$ cat src/rtl/core/xxtea_pkg.sv
`timescale 1ns / 1ps
package xxtea_pkg;

  localparam logic [31:0] TEA_DELTA   = 32'h9E37_79B9;
  localparam int unsigned BASE_ROUNDS = 6;
  localparam int unsigned ROUND_W     = 9;   // 6 + 26 + 255 fits in 9 bits
  localparam int unsigned NCOUNT_W    = 7;   // word count up to 64
  localparam int unsigned PC_W        = 4;
  localparam int unsigned CFG_IDX_W   = 3;
  localparam int unsigned CFG_DATA_W  = 32;

  // Configuration register indexes
  localparam logic [CFG_IDX_W-1:0] CFG_KEY0   = 3'd0;
  localparam logic [CFG_IDX_W-1:0] CFG_KEY1   = 3'd1;
  localparam logic [CFG_IDX_W-1:0] CFG_KEY2   = 3'd2;
  localparam logic [CFG_IDX_W-1:0] CFG_KEY3   = 3'd3;
  localparam logic [CFG_IDX_W-1:0] CFG_BIAS   = 3'd4;
  localparam logic [CFG_IDX_W-1:0] CFG_KSHIFT = 3'd5;

  typedef logic [PC_W-1:0] pc_t;

  // Datapath operation selected by each microword
  typedef enum logic [3:0] {
    OP_COLLECT,
    OP_ROUNDS,
    OP_SUM,
    OP_LDH,
    OP_ROUND,
    OP_RDO,
    OP_RDC,
    OP_MIX,
    OP_UPD,
    OP_REND,
    OP_ORD,
    OP_OPUT,
    OP_NOP
  } op_t;

  // Sequencing condition of each microword
  typedef enum logic [2:0] {
    C_SEQ,
    C_GOTO,
    C_SHORT,
    C_MORE_WORDS,
    C_MORE_ROUNDS,
    C_IN_LAST,
    C_OUT_SLOT
  } cond_t;

  typedef struct packed {
    op_t   op;
    cond_t cond;
    pc_t   target;
  } uword_t;

  typedef struct packed {
    logic in_last_xfer;
    logic short_msg;
    logic more_words;
    logic more_rounds;
    logic slot_free;
    logic out_final;
  } flags_t;

  localparam pc_t PC_IDLE  = 4'd0;
  localparam pc_t PC_INIT  = 4'd1;
  localparam pc_t PC_SUM   = 4'd2;
  localparam pc_t PC_LDH   = 4'd3;
  localparam pc_t PC_ROUND = 4'd4;
  localparam pc_t PC_RDO   = 4'd5;
  localparam pc_t PC_RDC   = 4'd6;
  localparam pc_t PC_MIX   = 4'd7;
  localparam pc_t PC_UPD   = 4'd8;
  localparam pc_t PC_REND  = 4'd9;
  localparam pc_t PC_ORD   = 4'd10;
  localparam pc_t PC_OPUT  = 4'd11;
  localparam pc_t PC_DONE  = 4'd12;

  // Microprogram ROM
  function automatic uword_t ucode_rom(pc_t pc);
    uword_t uw;
    case (pc)
      PC_IDLE:  uw = '{OP_COLLECT, C_IN_LAST,     PC_INIT};
      PC_INIT:  uw = '{OP_ROUNDS,  C_SHORT,       PC_ORD};
      PC_SUM:   uw = '{OP_SUM,     C_SEQ,         PC_IDLE};
      PC_LDH:   uw = '{OP_LDH,     C_SEQ,         PC_IDLE};
      PC_ROUND: uw = '{OP_ROUND,   C_SEQ,         PC_IDLE};
      PC_RDO:   uw = '{OP_RDO,     C_SEQ,         PC_IDLE};
      PC_RDC:   uw = '{OP_RDC,     C_SEQ,         PC_IDLE};
      PC_MIX:   uw = '{OP_MIX,     C_SEQ,         PC_IDLE};
      PC_UPD:   uw = '{OP_UPD,     C_MORE_WORDS,  PC_RDO};
      PC_REND:  uw = '{OP_REND,    C_MORE_ROUNDS, PC_ROUND};
      PC_ORD:   uw = '{OP_ORD,     C_SEQ,         PC_IDLE};
      PC_OPUT:  uw = '{OP_OPUT,    C_OUT_SLOT,    PC_ORD};
      PC_DONE:  uw = '{OP_NOP,     C_GOTO,        PC_IDLE};
      default:  uw = '{OP_NOP,     C_GOTO,        PC_IDLE};
    endcase
    return uw;
  endfunction

  // 52 / n for n of two and up
  function automatic logic [4:0] div52(logic [NCOUNT_W-1:0] n);
    logic [4:0] q;
    if (n >= 7'd53)      q = 5'd0;
    else if (n >= 7'd27) q = 5'd1;
    else if (n >= 7'd18) q = 5'd2;
    else if (n >= 7'd14) q = 5'd3;
    else if (n >= 7'd11) q = 5'd4;
    else if (n >= 7'd9)  q = 5'd5;
    else if (n == 7'd8)  q = 5'd6;
    else if (n == 7'd7)  q = 5'd7;
    else if (n == 7'd6)  q = 5'd8;
    else if (n == 7'd5)  q = 5'd10;
    else if (n == 7'd4)  q = 5'd13;
    else if (n == 7'd3)  q = 5'd17;
    else                 q = 5'd26;
    return q;
  endfunction

endpackage

$ cat src/rtl/core/xxtea_useq.sv
`timescale 1ns / 1ps
module xxtea_useq import xxtea_pkg::*; (
  input  logic   clk,
  input  logic   rst_n,
  input  flags_t flags,
  output op_t    op
);

  pc_t    pc_r;
  pc_t    pc_nxt;
  pc_t    pc_inc;
  uword_t uw;

  assign uw     = ucode_rom(pc_r);
  assign pc_inc = pc_r + PC_W'(1);
  assign op     = uw.op;

  always_comb begin
    pc_nxt = pc_inc;
    case (uw.cond)
      C_SEQ:         pc_nxt = pc_inc;
      C_GOTO:        pc_nxt = uw.target;
      C_SHORT:       pc_nxt = flags.short_msg ? uw.target : pc_inc;
      C_MORE_WORDS:  pc_nxt = flags.more_words ? uw.target : pc_inc;
      C_MORE_ROUNDS: pc_nxt = flags.more_rounds ? uw.target : pc_inc;
      // hold until the last word transfers
      C_IN_LAST:     pc_nxt = flags.in_last_xfer ? uw.target : pc_r;
      // hold until the output register frees up
      C_OUT_SLOT: begin
        if (!flags.slot_free)     pc_nxt = pc_r;
        else if (flags.out_final) pc_nxt = pc_inc;
        else                      pc_nxt = uw.target;
      end
      default:       pc_nxt = PC_IDLE;
    endcase
  end

  always_ff @(posedge clk) begin
    if (!rst_n) begin
      pc_r <= PC_IDLE;
    end else begin
      pc_r <= pc_nxt;
    end
  end

endmodule

$ cat src/rtl/core/xxtea_block_cipher.sv
`timescale 1ns / 1ps
// Collect: one input word per cycle while collecting; no word is taken in other steps.
// Cipher after the last word: R = 6 + 52/n + round_bias rounds, each made of one word
// update per four microcode steps over a single-port word store.
// Output: each word is read, then loaded into the free output slot, and a closing step
// ends the run; a one-word message skips the cipher. One message is handled at a time.
// Synchronous active-low reset clears the sequencer, word count and flags; no clearing pass.
module xxtea_block_cipher import xxtea_pkg::*; #(
  parameter int MAX_WORDS = 64
) (
  input  logic                  clk,
  input  logic                  rst_n,
  input  logic                  cfg_we,
  input  logic [CFG_IDX_W-1:0]  cfg_index,
  input  logic [CFG_DATA_W-1:0] cfg_data,
  input  logic                  in_valid,
  output logic                  in_ready,
  input  logic                  in_mode,
  input  logic [31:0]           in_data_word,
  input  logic                  in_is_last,
  output logic                  out_valid,
  input  logic                  out_ready,
  output logic [31:0]           out_result_word,
  output logic                  out_result_last,
  output logic                  out_overflowed
);

  localparam int AW = $clog2(MAX_WORDS);
  localparam int CW = $clog2(MAX_WORDS + 1);

  op_t    op;
  flags_t flags;

  logic [31:0]        key_r [4];
  logic [7:0]         bias_r;
  logic [4:0]         kshift_r;

  logic [CW-1:0]      cnt_r;
  logic               mode_r;
  logic               ovf_r;
  logic [AW-1:0]      p_r;
  logic [AW-1:0]      k_r;
  logic [ROUND_W-1:0] rnd_r;
  logic [31:0]        sum_r;
  logic [31:0]        h_r;
  logic [31:0]        o_r;
  logic [31:0]        a_r;
  logic [31:0]        b_r;
  logic [1:0]         kidx_r;

  logic               out_valid_r;
  logic [31:0]        out_word_r;
  logic               out_last_r;
  logic               out_ovf_r;

  logic [31:0]        mem [MAX_WORDS];
  logic [31:0]        rd_data_r;
  logic               mem_we;
  logic               mem_re;
  logic [AW-1:0]      mem_waddr;
  logic [AW-1:0]      mem_raddr;
  logic [31:0]        mem_wdata;

  logic               in_xfer;
  logic               slot_free;
  logic [CW-1:0]      cnt_m1;
  logic [AW-1:0]      last_idx;
  logic [AW-1:0]      other_idx;
  logic [ROUND_W-1:0] rnd_calc;
  logic [31:0]        sum_prod;
  logic [31:0]        sum_sh;
  logic [31:0]        y_v;
  logic [31:0]        z_v;
  logic [31:0]        mix_a;
  logic [31:0]        mix_b;
  logic [31:0]        mix_t;
  logic [31:0]        upd;

  xxtea_useq u_useq (
    .clk   (clk),
    .rst_n (rst_n),
    .flags (flags),
    .op    (op)
  );

  assign in_ready  = (op == OP_COLLECT);
  assign in_xfer   = in_valid && in_ready;
  assign slot_free = !out_valid_r || out_ready;
  assign cnt_m1    = cnt_r - CW'(1);
  assign last_idx  = cnt_m1[AW-1:0];

  assign flags.in_last_xfer = in_xfer && in_is_last;
  assign flags.short_msg    = (cnt_r < CW'(2));
  assign flags.more_words   = mode_r ? (p_r != '0) : (p_r != last_idx);
  assign flags.more_rounds  = (rnd_r != ROUND_W'(1));
  assign flags.slot_free    = slot_free;
  assign flags.out_final    = (k_r == last_idx);

  assign rnd_calc = ROUND_W'(BASE_ROUNDS) + ROUND_W'(div52(NCOUNT_W'(cnt_r)))
                  + ROUND_W'(bias_r);
  assign sum_prod = 32'(rnd_r) * TEA_DELTA;
  assign sum_sh   = sum_r >> kshift_r;

  // Neighbor word: next one going up, previous one going down, wrapping at the ends
  always_comb begin
    if (mode_r) begin
      other_idx = (p_r == '0) ? last_idx : p_r - AW'(1);
    end else begin
      other_idx = (p_r == last_idx) ? '0 : p_r + AW'(1);
    end
  end

  assign y_v   = mode_r ? h_r : o_r;
  assign z_v   = mode_r ? o_r : h_r;
  assign mix_a = ((z_v >> 5) ^ (y_v << 2)) + ((y_v >> 3) ^ (z_v << 4));
  assign mix_b = (sum_r ^ y_v) + (key_r[kidx_r] ^ z_v);
  assign mix_t = a_r ^ b_r;
  assign upd   = mode_r ? rd_data_r - mix_t : rd_data_r + mix_t;

  always_comb begin
    mem_we    = 1'b0;
    mem_re    = 1'b0;
    mem_waddr = p_r;
    mem_raddr = p_r;
    mem_wdata = upd;
    case (op)
      OP_COLLECT: begin
        mem_we    = in_xfer && (cnt_r < CW'(MAX_WORDS));
        mem_waddr = cnt_r[AW-1:0];
        mem_wdata = in_data_word;
      end
      OP_SUM: begin
        mem_re    = 1'b1;
        mem_raddr = mode_r ? '0 : last_idx;
      end
      OP_RDO: begin
        mem_re    = 1'b1;
        mem_raddr = other_idx;
      end
      OP_RDC: begin
        mem_re    = 1'b1;
        mem_raddr = p_r;
      end
      OP_UPD: begin
        mem_we    = 1'b1;
      end
      OP_ORD: begin
        mem_re    = 1'b1;
        mem_raddr = k_r;
      end
      default: begin
        mem_we    = 1'b0;
      end
    endcase
  end

  always_ff @(posedge clk) begin
    if (mem_we) begin
      mem[mem_waddr] <= mem_wdata;
    end
    if (mem_re) begin
      rd_data_r <= mem[mem_raddr];
    end
  end

  // Control state and configuration
  always_ff @(posedge clk) begin
    if (!rst_n) begin
      key_r[0]    <= '0;
      key_r[1]    <= '0;
      key_r[2]    <= '0;
      key_r[3]    <= '0;
      bias_r      <= '0;
      kshift_r    <= 5'd2;
      cnt_r       <= '0;
      mode_r      <= 1'b0;
      ovf_r       <= 1'b0;
      out_valid_r <= 1'b0;
    end else begin
      if (cfg_we) begin
        case (cfg_index)
          CFG_KEY0:   key_r[0] <= cfg_data;
          CFG_KEY1:   key_r[1] <= cfg_data;
          CFG_KEY2:   key_r[2] <= cfg_data;
          CFG_KEY3:   key_r[3] <= cfg_data;
          CFG_BIAS:   bias_r   <= cfg_data[7:0];
          CFG_KSHIFT: kshift_r <= cfg_data[4:0];
          default: ;
        endcase
      end
      // the output step reloads the slot itself
      if (out_valid_r && out_ready && op != OP_OPUT) begin
        out_valid_r <= 1'b0;
      end
      case (op)
        OP_COLLECT: begin
          if (in_xfer) begin
            if (cnt_r == '0) begin
              mode_r <= in_mode;
            end
            if (cnt_r < CW'(MAX_WORDS)) begin
              cnt_r <= cnt_r + CW'(1);
            end else begin
              ovf_r <= 1'b1;  // drop the word
            end
          end
        end
        OP_OPUT: begin
          if (slot_free) begin
            out_valid_r <= 1'b1;
            if (flags.out_final) begin
              cnt_r  <= '0;
              mode_r <= 1'b0;
              ovf_r  <= 1'b0;
            end
          end
        end
        default: ;
      endcase
    end
  end

  // Datapath registers
  always_ff @(posedge clk) begin
    case (op)
      OP_COLLECT: k_r <= '0;
      OP_ROUNDS:  rnd_r <= rnd_calc;
      OP_SUM:     sum_r <= mode_r ? sum_prod : '0;
      OP_LDH:     h_r <= rd_data_r;
      OP_ROUND: begin
        if (!mode_r) begin
          sum_r <= sum_r + TEA_DELTA;
        end
        p_r <= mode_r ? last_idx : '0;
      end
      OP_RDO:     kidx_r <= 2'(p_r) ^ sum_sh[1:0];
      OP_RDC:     o_r <= rd_data_r;
      OP_MIX: begin
        a_r <= mix_a;
        b_r <= mix_b;
      end
      OP_UPD: begin
        h_r <= upd;
        p_r <= mode_r ? p_r - AW'(1) : p_r + AW'(1);
      end
      OP_REND: begin
        if (mode_r) begin
          sum_r <= sum_r - TEA_DELTA;
        end
        rnd_r <= rnd_r - ROUND_W'(1);
      end
      OP_OPUT: begin
        if (slot_free) begin
          out_word_r <= rd_data_r;
          out_last_r <= flags.out_final;
          out_ovf_r  <= ovf_r;
          k_r        <= k_r + AW'(1);
        end
      end
      default: ;
    endcase
  end

  assign out_valid       = out_valid_r;
  assign out_result_word = out_word_r;
  assign out_result_last = out_last_r;
  assign out_overflowed  = out_ovf_r;

  a_cnt_bound: assert property (@(posedge clk) disable iff (!rst_n)
    cnt_r <= CW'(MAX_WORDS))
    else $error("word count beyond store depth");

  a_upd_index: assert property (@(posedge clk) disable iff (!rst_n)
    (op == OP_UPD) |-> (CW'(p_r) < cnt_r))
    else $error("word update outside the message");

  a_round_left: assert property (@(posedge clk) disable iff (!rst_n)
    (op == OP_REND) |-> (rnd_r != '0))
    else $error("round counter underflow");

  a_run_close: assert property (@(posedge clk) disable iff (!rst_n)
    (op == OP_OPUT && slot_free && flags.out_final) |=> (cnt_r == '0 && !ovf_r))
    else $error("run state not cleared after final word");

endmodule

$ cat config.mk
export PLATFORM = sky130hd
export DESIGN_NAME = xxtea_block_cipher
export DESIGN_NICKNAME = d
export VERILOG_FILES = /design/src/rtl/core/xxtea_pkg.sv /design/src/rtl/core/xxtea_useq.sv /design/src/rtl/core/xxtea_block_cipher.sv
export SDC_FILE = /design/constraint.sdc
export NUM_CORES = 2
export LEC_CHECK = 0
export CAP_MARGIN = 0
export CORE_MARGIN = 1
export CORE_UTILIZATION = 38
export CTS_BUF_LIST = sky130_fd_sc_hd__clkbuf_16
export DETAILED_ROUTE_END_ITERATION = 10
export DONT_BUFFER_PORTS = 1
export PLACE_DENSITY_LB_ADDON = 0.2
export REMOVE_ABC_BUFFERS = 1
export SYNTH_ARGS = -nofsm -noshare
export SYNTH_HDL_FRONTEND = slang
export SYNTH_SLANG_ARGS = --single-unit
export TNS_END_PERCENT = 20
$ cat constraint.sdc
create_clock -name clk -period 11.7 [get_ports clk]
set_input_delay 1.755 -clock clk [delete_from_list [all_inputs] [get_ports clk]]
set_output_delay 1.755 -clock clk [all_outputs]
set_load 0.05 [all_outputs]
==> impl_metrics.tcl <==
set metrics [dict create \
    outcome "finished clean" \
    grt_max_degree 171 \
    cts_max_level 5 \
    dieArea_mm2 0.2936 \
    skew_ps 96.21 \
    synth_top_cells_by_area "edfxtp_1 66%, nand2_1 7.0%, nand3_1 3.0%, ha_1 2.5%, a21oi_1 2.1%" \
    path_class "flip-flop to flip-flop" \
    rsz0062_at_grt "no" \
    cts.sinks 2464 \
    cp-start-kind "flip-flop" \
    vdd_ir_drop_max_uv 448.0 \
    grt_pass1_wl_um 504500 \
    ys_ff_latch 2464 \
    num_vias 73017 \
    grt_usage 0.2351 \
    total_power_uw 36510 \
    syn_to_final_growth_pct 12.61 \
    finalSetupViolations 0 \
    whs_ps 433.1 \
    path_cells "inv_1 -> ha_1 -> xnor2_2 -> xnor2_1 -> and4b_4 -> a311o_1 -> and2_4 -> buf_4 -> buf_4 -> nand2_1 -> nand3_1 -> a21oi_1 -> nor3_1 -> a31oi_1 -> buf_4 -> o211ai_1" \
    post-synth-top-count-cell "edfxtp_1" \
    ios 110 \
    hold_path_class "flip-flop to flip-flop" \
    initial_core_util 0.3833 \
    cts-root-buf "clkbuf_16" \
    avgViaCountPerCell 5.626 \
    drv_slew 0 \
    wl_per_cell_um 27.08 \
    die_y_um 541.8 \
    fin_area_mm2 0.1247 \
    power.density_mw_per_mm2 292.8 \
    worst-path-max-fanout 56 \
    relSlewSlack 0.1612 \
    io_buffers 0 \
    post-route-drc-count 0 \
    overflow 0 \
    ys_seq_area_frac 0.6646 \
    slowest_delay_ps 920 \
    numCtsBuffers 277 \
    synth_edf_count 2425 \
    synth_top_area_frac 0.6576 \
    required_ps 12420 \
    synth_ff_type "edfxtp_1" \
    gp_congestion 0.8580 \
    antenna_found_initial 20 \
    rows 197 \
    place_ws_ps 5039 \
    fp.coreArea_mm2 0.2889 \
    worst_slack_ps 5029 \
    dp_hpwl_um 201800 \
    critical_path_arrival_ps 7390 \
    cts_tree "yes" \
    ys_types 87 \
    crit_top_cell "buf_4" \
    post_cts_resized 0 \
    final_layout_size_suffix_gt1_frac 0.08760 \
    ant_nets 0 \
    syn_area_per_cell_um2 12.46 \
    yosysTopAreaCell "edfxtp_1" \
    post-route-period-util 0.5702 \
    clock.fmax_ghz 0.1499 \
    leakage_uw 0.04322 \
    clock_latency_ps 930 \
    async_reset_ff_frac 0 \
    finalHoldViolCount 0 \
    ctsHoldBuffers 0 \
    first_pass_iters 6 \
    yosysWarnings 0 \
    fin_nets 9241 \
    period_minus_slack_ps 6671 \
    end_kind "flip-flop" \
    worst_pin_slew_ps 1247 \
    cts_buffer_depth 4 \
    slowest_stage "nor3_1" \
    drtIter0Drc 7488 \
    cap_violations 0 \
    syn_area_mm2 0.1107 \
    yosys-top-cells-count "2425 x edfxtp_1, 2066 x nand2_1, 672 x nand3_1, 467 x a21oi_1, 252 x nor2_1" \
    post-cts-setup-buffer-count 0 \
    place_area_mm2 0.1161 \
    grt_pass1_vias 70194 \
    routed_wl_um 351500 \
    die_w_um 541.8 \
    syn-instance-count 8888 \
    fill_cells 26438 \
    clkTransAtPathRegs_ps 60 \
]
metrics by stage:
step           std cells    util  setup TNS, ps
2_1_floorplan       8401       -        -405260
3_3_place_gp       12474  0.4019              0
3_5_place_dp       12474  0.4019              0
4_1_cts            12967  0.4316              0
5_1_grt            12971  0.4316              0
6_report           12978  0.4317              0
per-layer routing:
| metal | global-route usage | wire [um] | up-vias |
|---|---|---|---|
| met3 | 0.03174 | 25120 | 505 |
| met1 | 0.3253 | 149900 | 37273 |
| li1 | - | - | 32450 |
| met2 | 0.3787 | 164100 | 2781 |
| met4 | 0.08245 | 12310 | 8 |
| met5 | 0 | 47 | - |
state kept, by name (all words and copies together) (netlist names), 32 cells and up, named ones only:
name             flops
out_result_word     32
rd_data_r           32
a_r                 32
key_r              128
sum_r               32
mem               2048
o_r                 32
b_r                 32
h_r                 32
kinds of logic (layout without fill, tap and decap cells):
family	after synthesis	in the layout	share of synthesized area
xor+xnor	362	362	0.02944
simple gates	3581	3581	0.1428
fa+ha+maj	294	294	0.03844
compound gates	1276	1276	0.07134
flops	2464	2464	0.6646
other cells	0	11	0
mux	229	229	0.02657
buf+inv	682	881	0.02672
critical path: cells and delay by family, from the launching register on:
family          cells  cell delay (ps)
compound gates      4              930
xor+xnor            2              420
fa+ha+maj           1              340
buf+inv             4             1910
flops               1              690
simple gates        5             2180
worst paths after layout:
check,slack [ps],end,cells past startpoint,startpoint
hold / removal,430,out_overflowed$_DFFE_PP_,0,ovf_r$_SDFFE_PN0P_
hold reg to reg,430,out_overflowed$_DFFE_PP_,0,ovf_r$_SDFFE_PN0P_
setup / recovery,5030,rd_data_r[27]$_DFFE_PP_,16,cnt_r[0]$_SDFFE_PN0P_
setup reg to reg,5030,rd_data_r[27]$_DFFE_PP_,16,cnt_r[0]$_SDFFE_PN0P_
power breakdown:
| part | switching, uW | leakage [uW] | internal [uW] | total [uW] |
|---|---|---|---|---|
| sequential | 343 | 0.0223 | 12000 | 12300 |
| clock | 3610 | 0.00441 | 4700 | 8310 |
| combinational | 11100 | 0.0165 | 4800 | 15900 |
| total | 15100 | 0.0432 | 21500 | 36500 |
layout make-up:
| class | instances | area, um^2 | share of cell area |
|---|---|---|---|
| multi-input combinational | 5742 | 35320 | 0.2832 |
| antenna | 11 | 27.53 | 0.0002207 |
| sequential | 2464 | 73610 | 0.5903 |
| timing repair buffer | 193 | 1574 | 0.01262 |
| tap | 3880 | 4855 | 0.03893 |
| clock inverter | 209 | 1473 | 0.01181 |
| clock buffer | 284 | 7107 | 0.05699 |
| inverter | 195 | 738.2 | 0.005920 |
cell usage in the layout, fill, tap and decap left out, types with 168 or more instances in the layout:
| cell type | n |
|---|---|
| edfxtp_1 | 2425 |
| mux2i_1 | 177 |
| a21oi_1 | 463 |
| buf_4 | 183 |
| nand3_1 | 672 |
| nor2_1 | 187 |
| xnor2_1 | 228 |
| nand2_1 | 2062 |
| ha_1 | 217 |
| o21ai_0 | 189 |
| a31oi_1 | 168 |
| clkbuf_16 | 284 |
| inv_1 | 242 |
No activity file was read; power rests on OpenSTA's default activity.
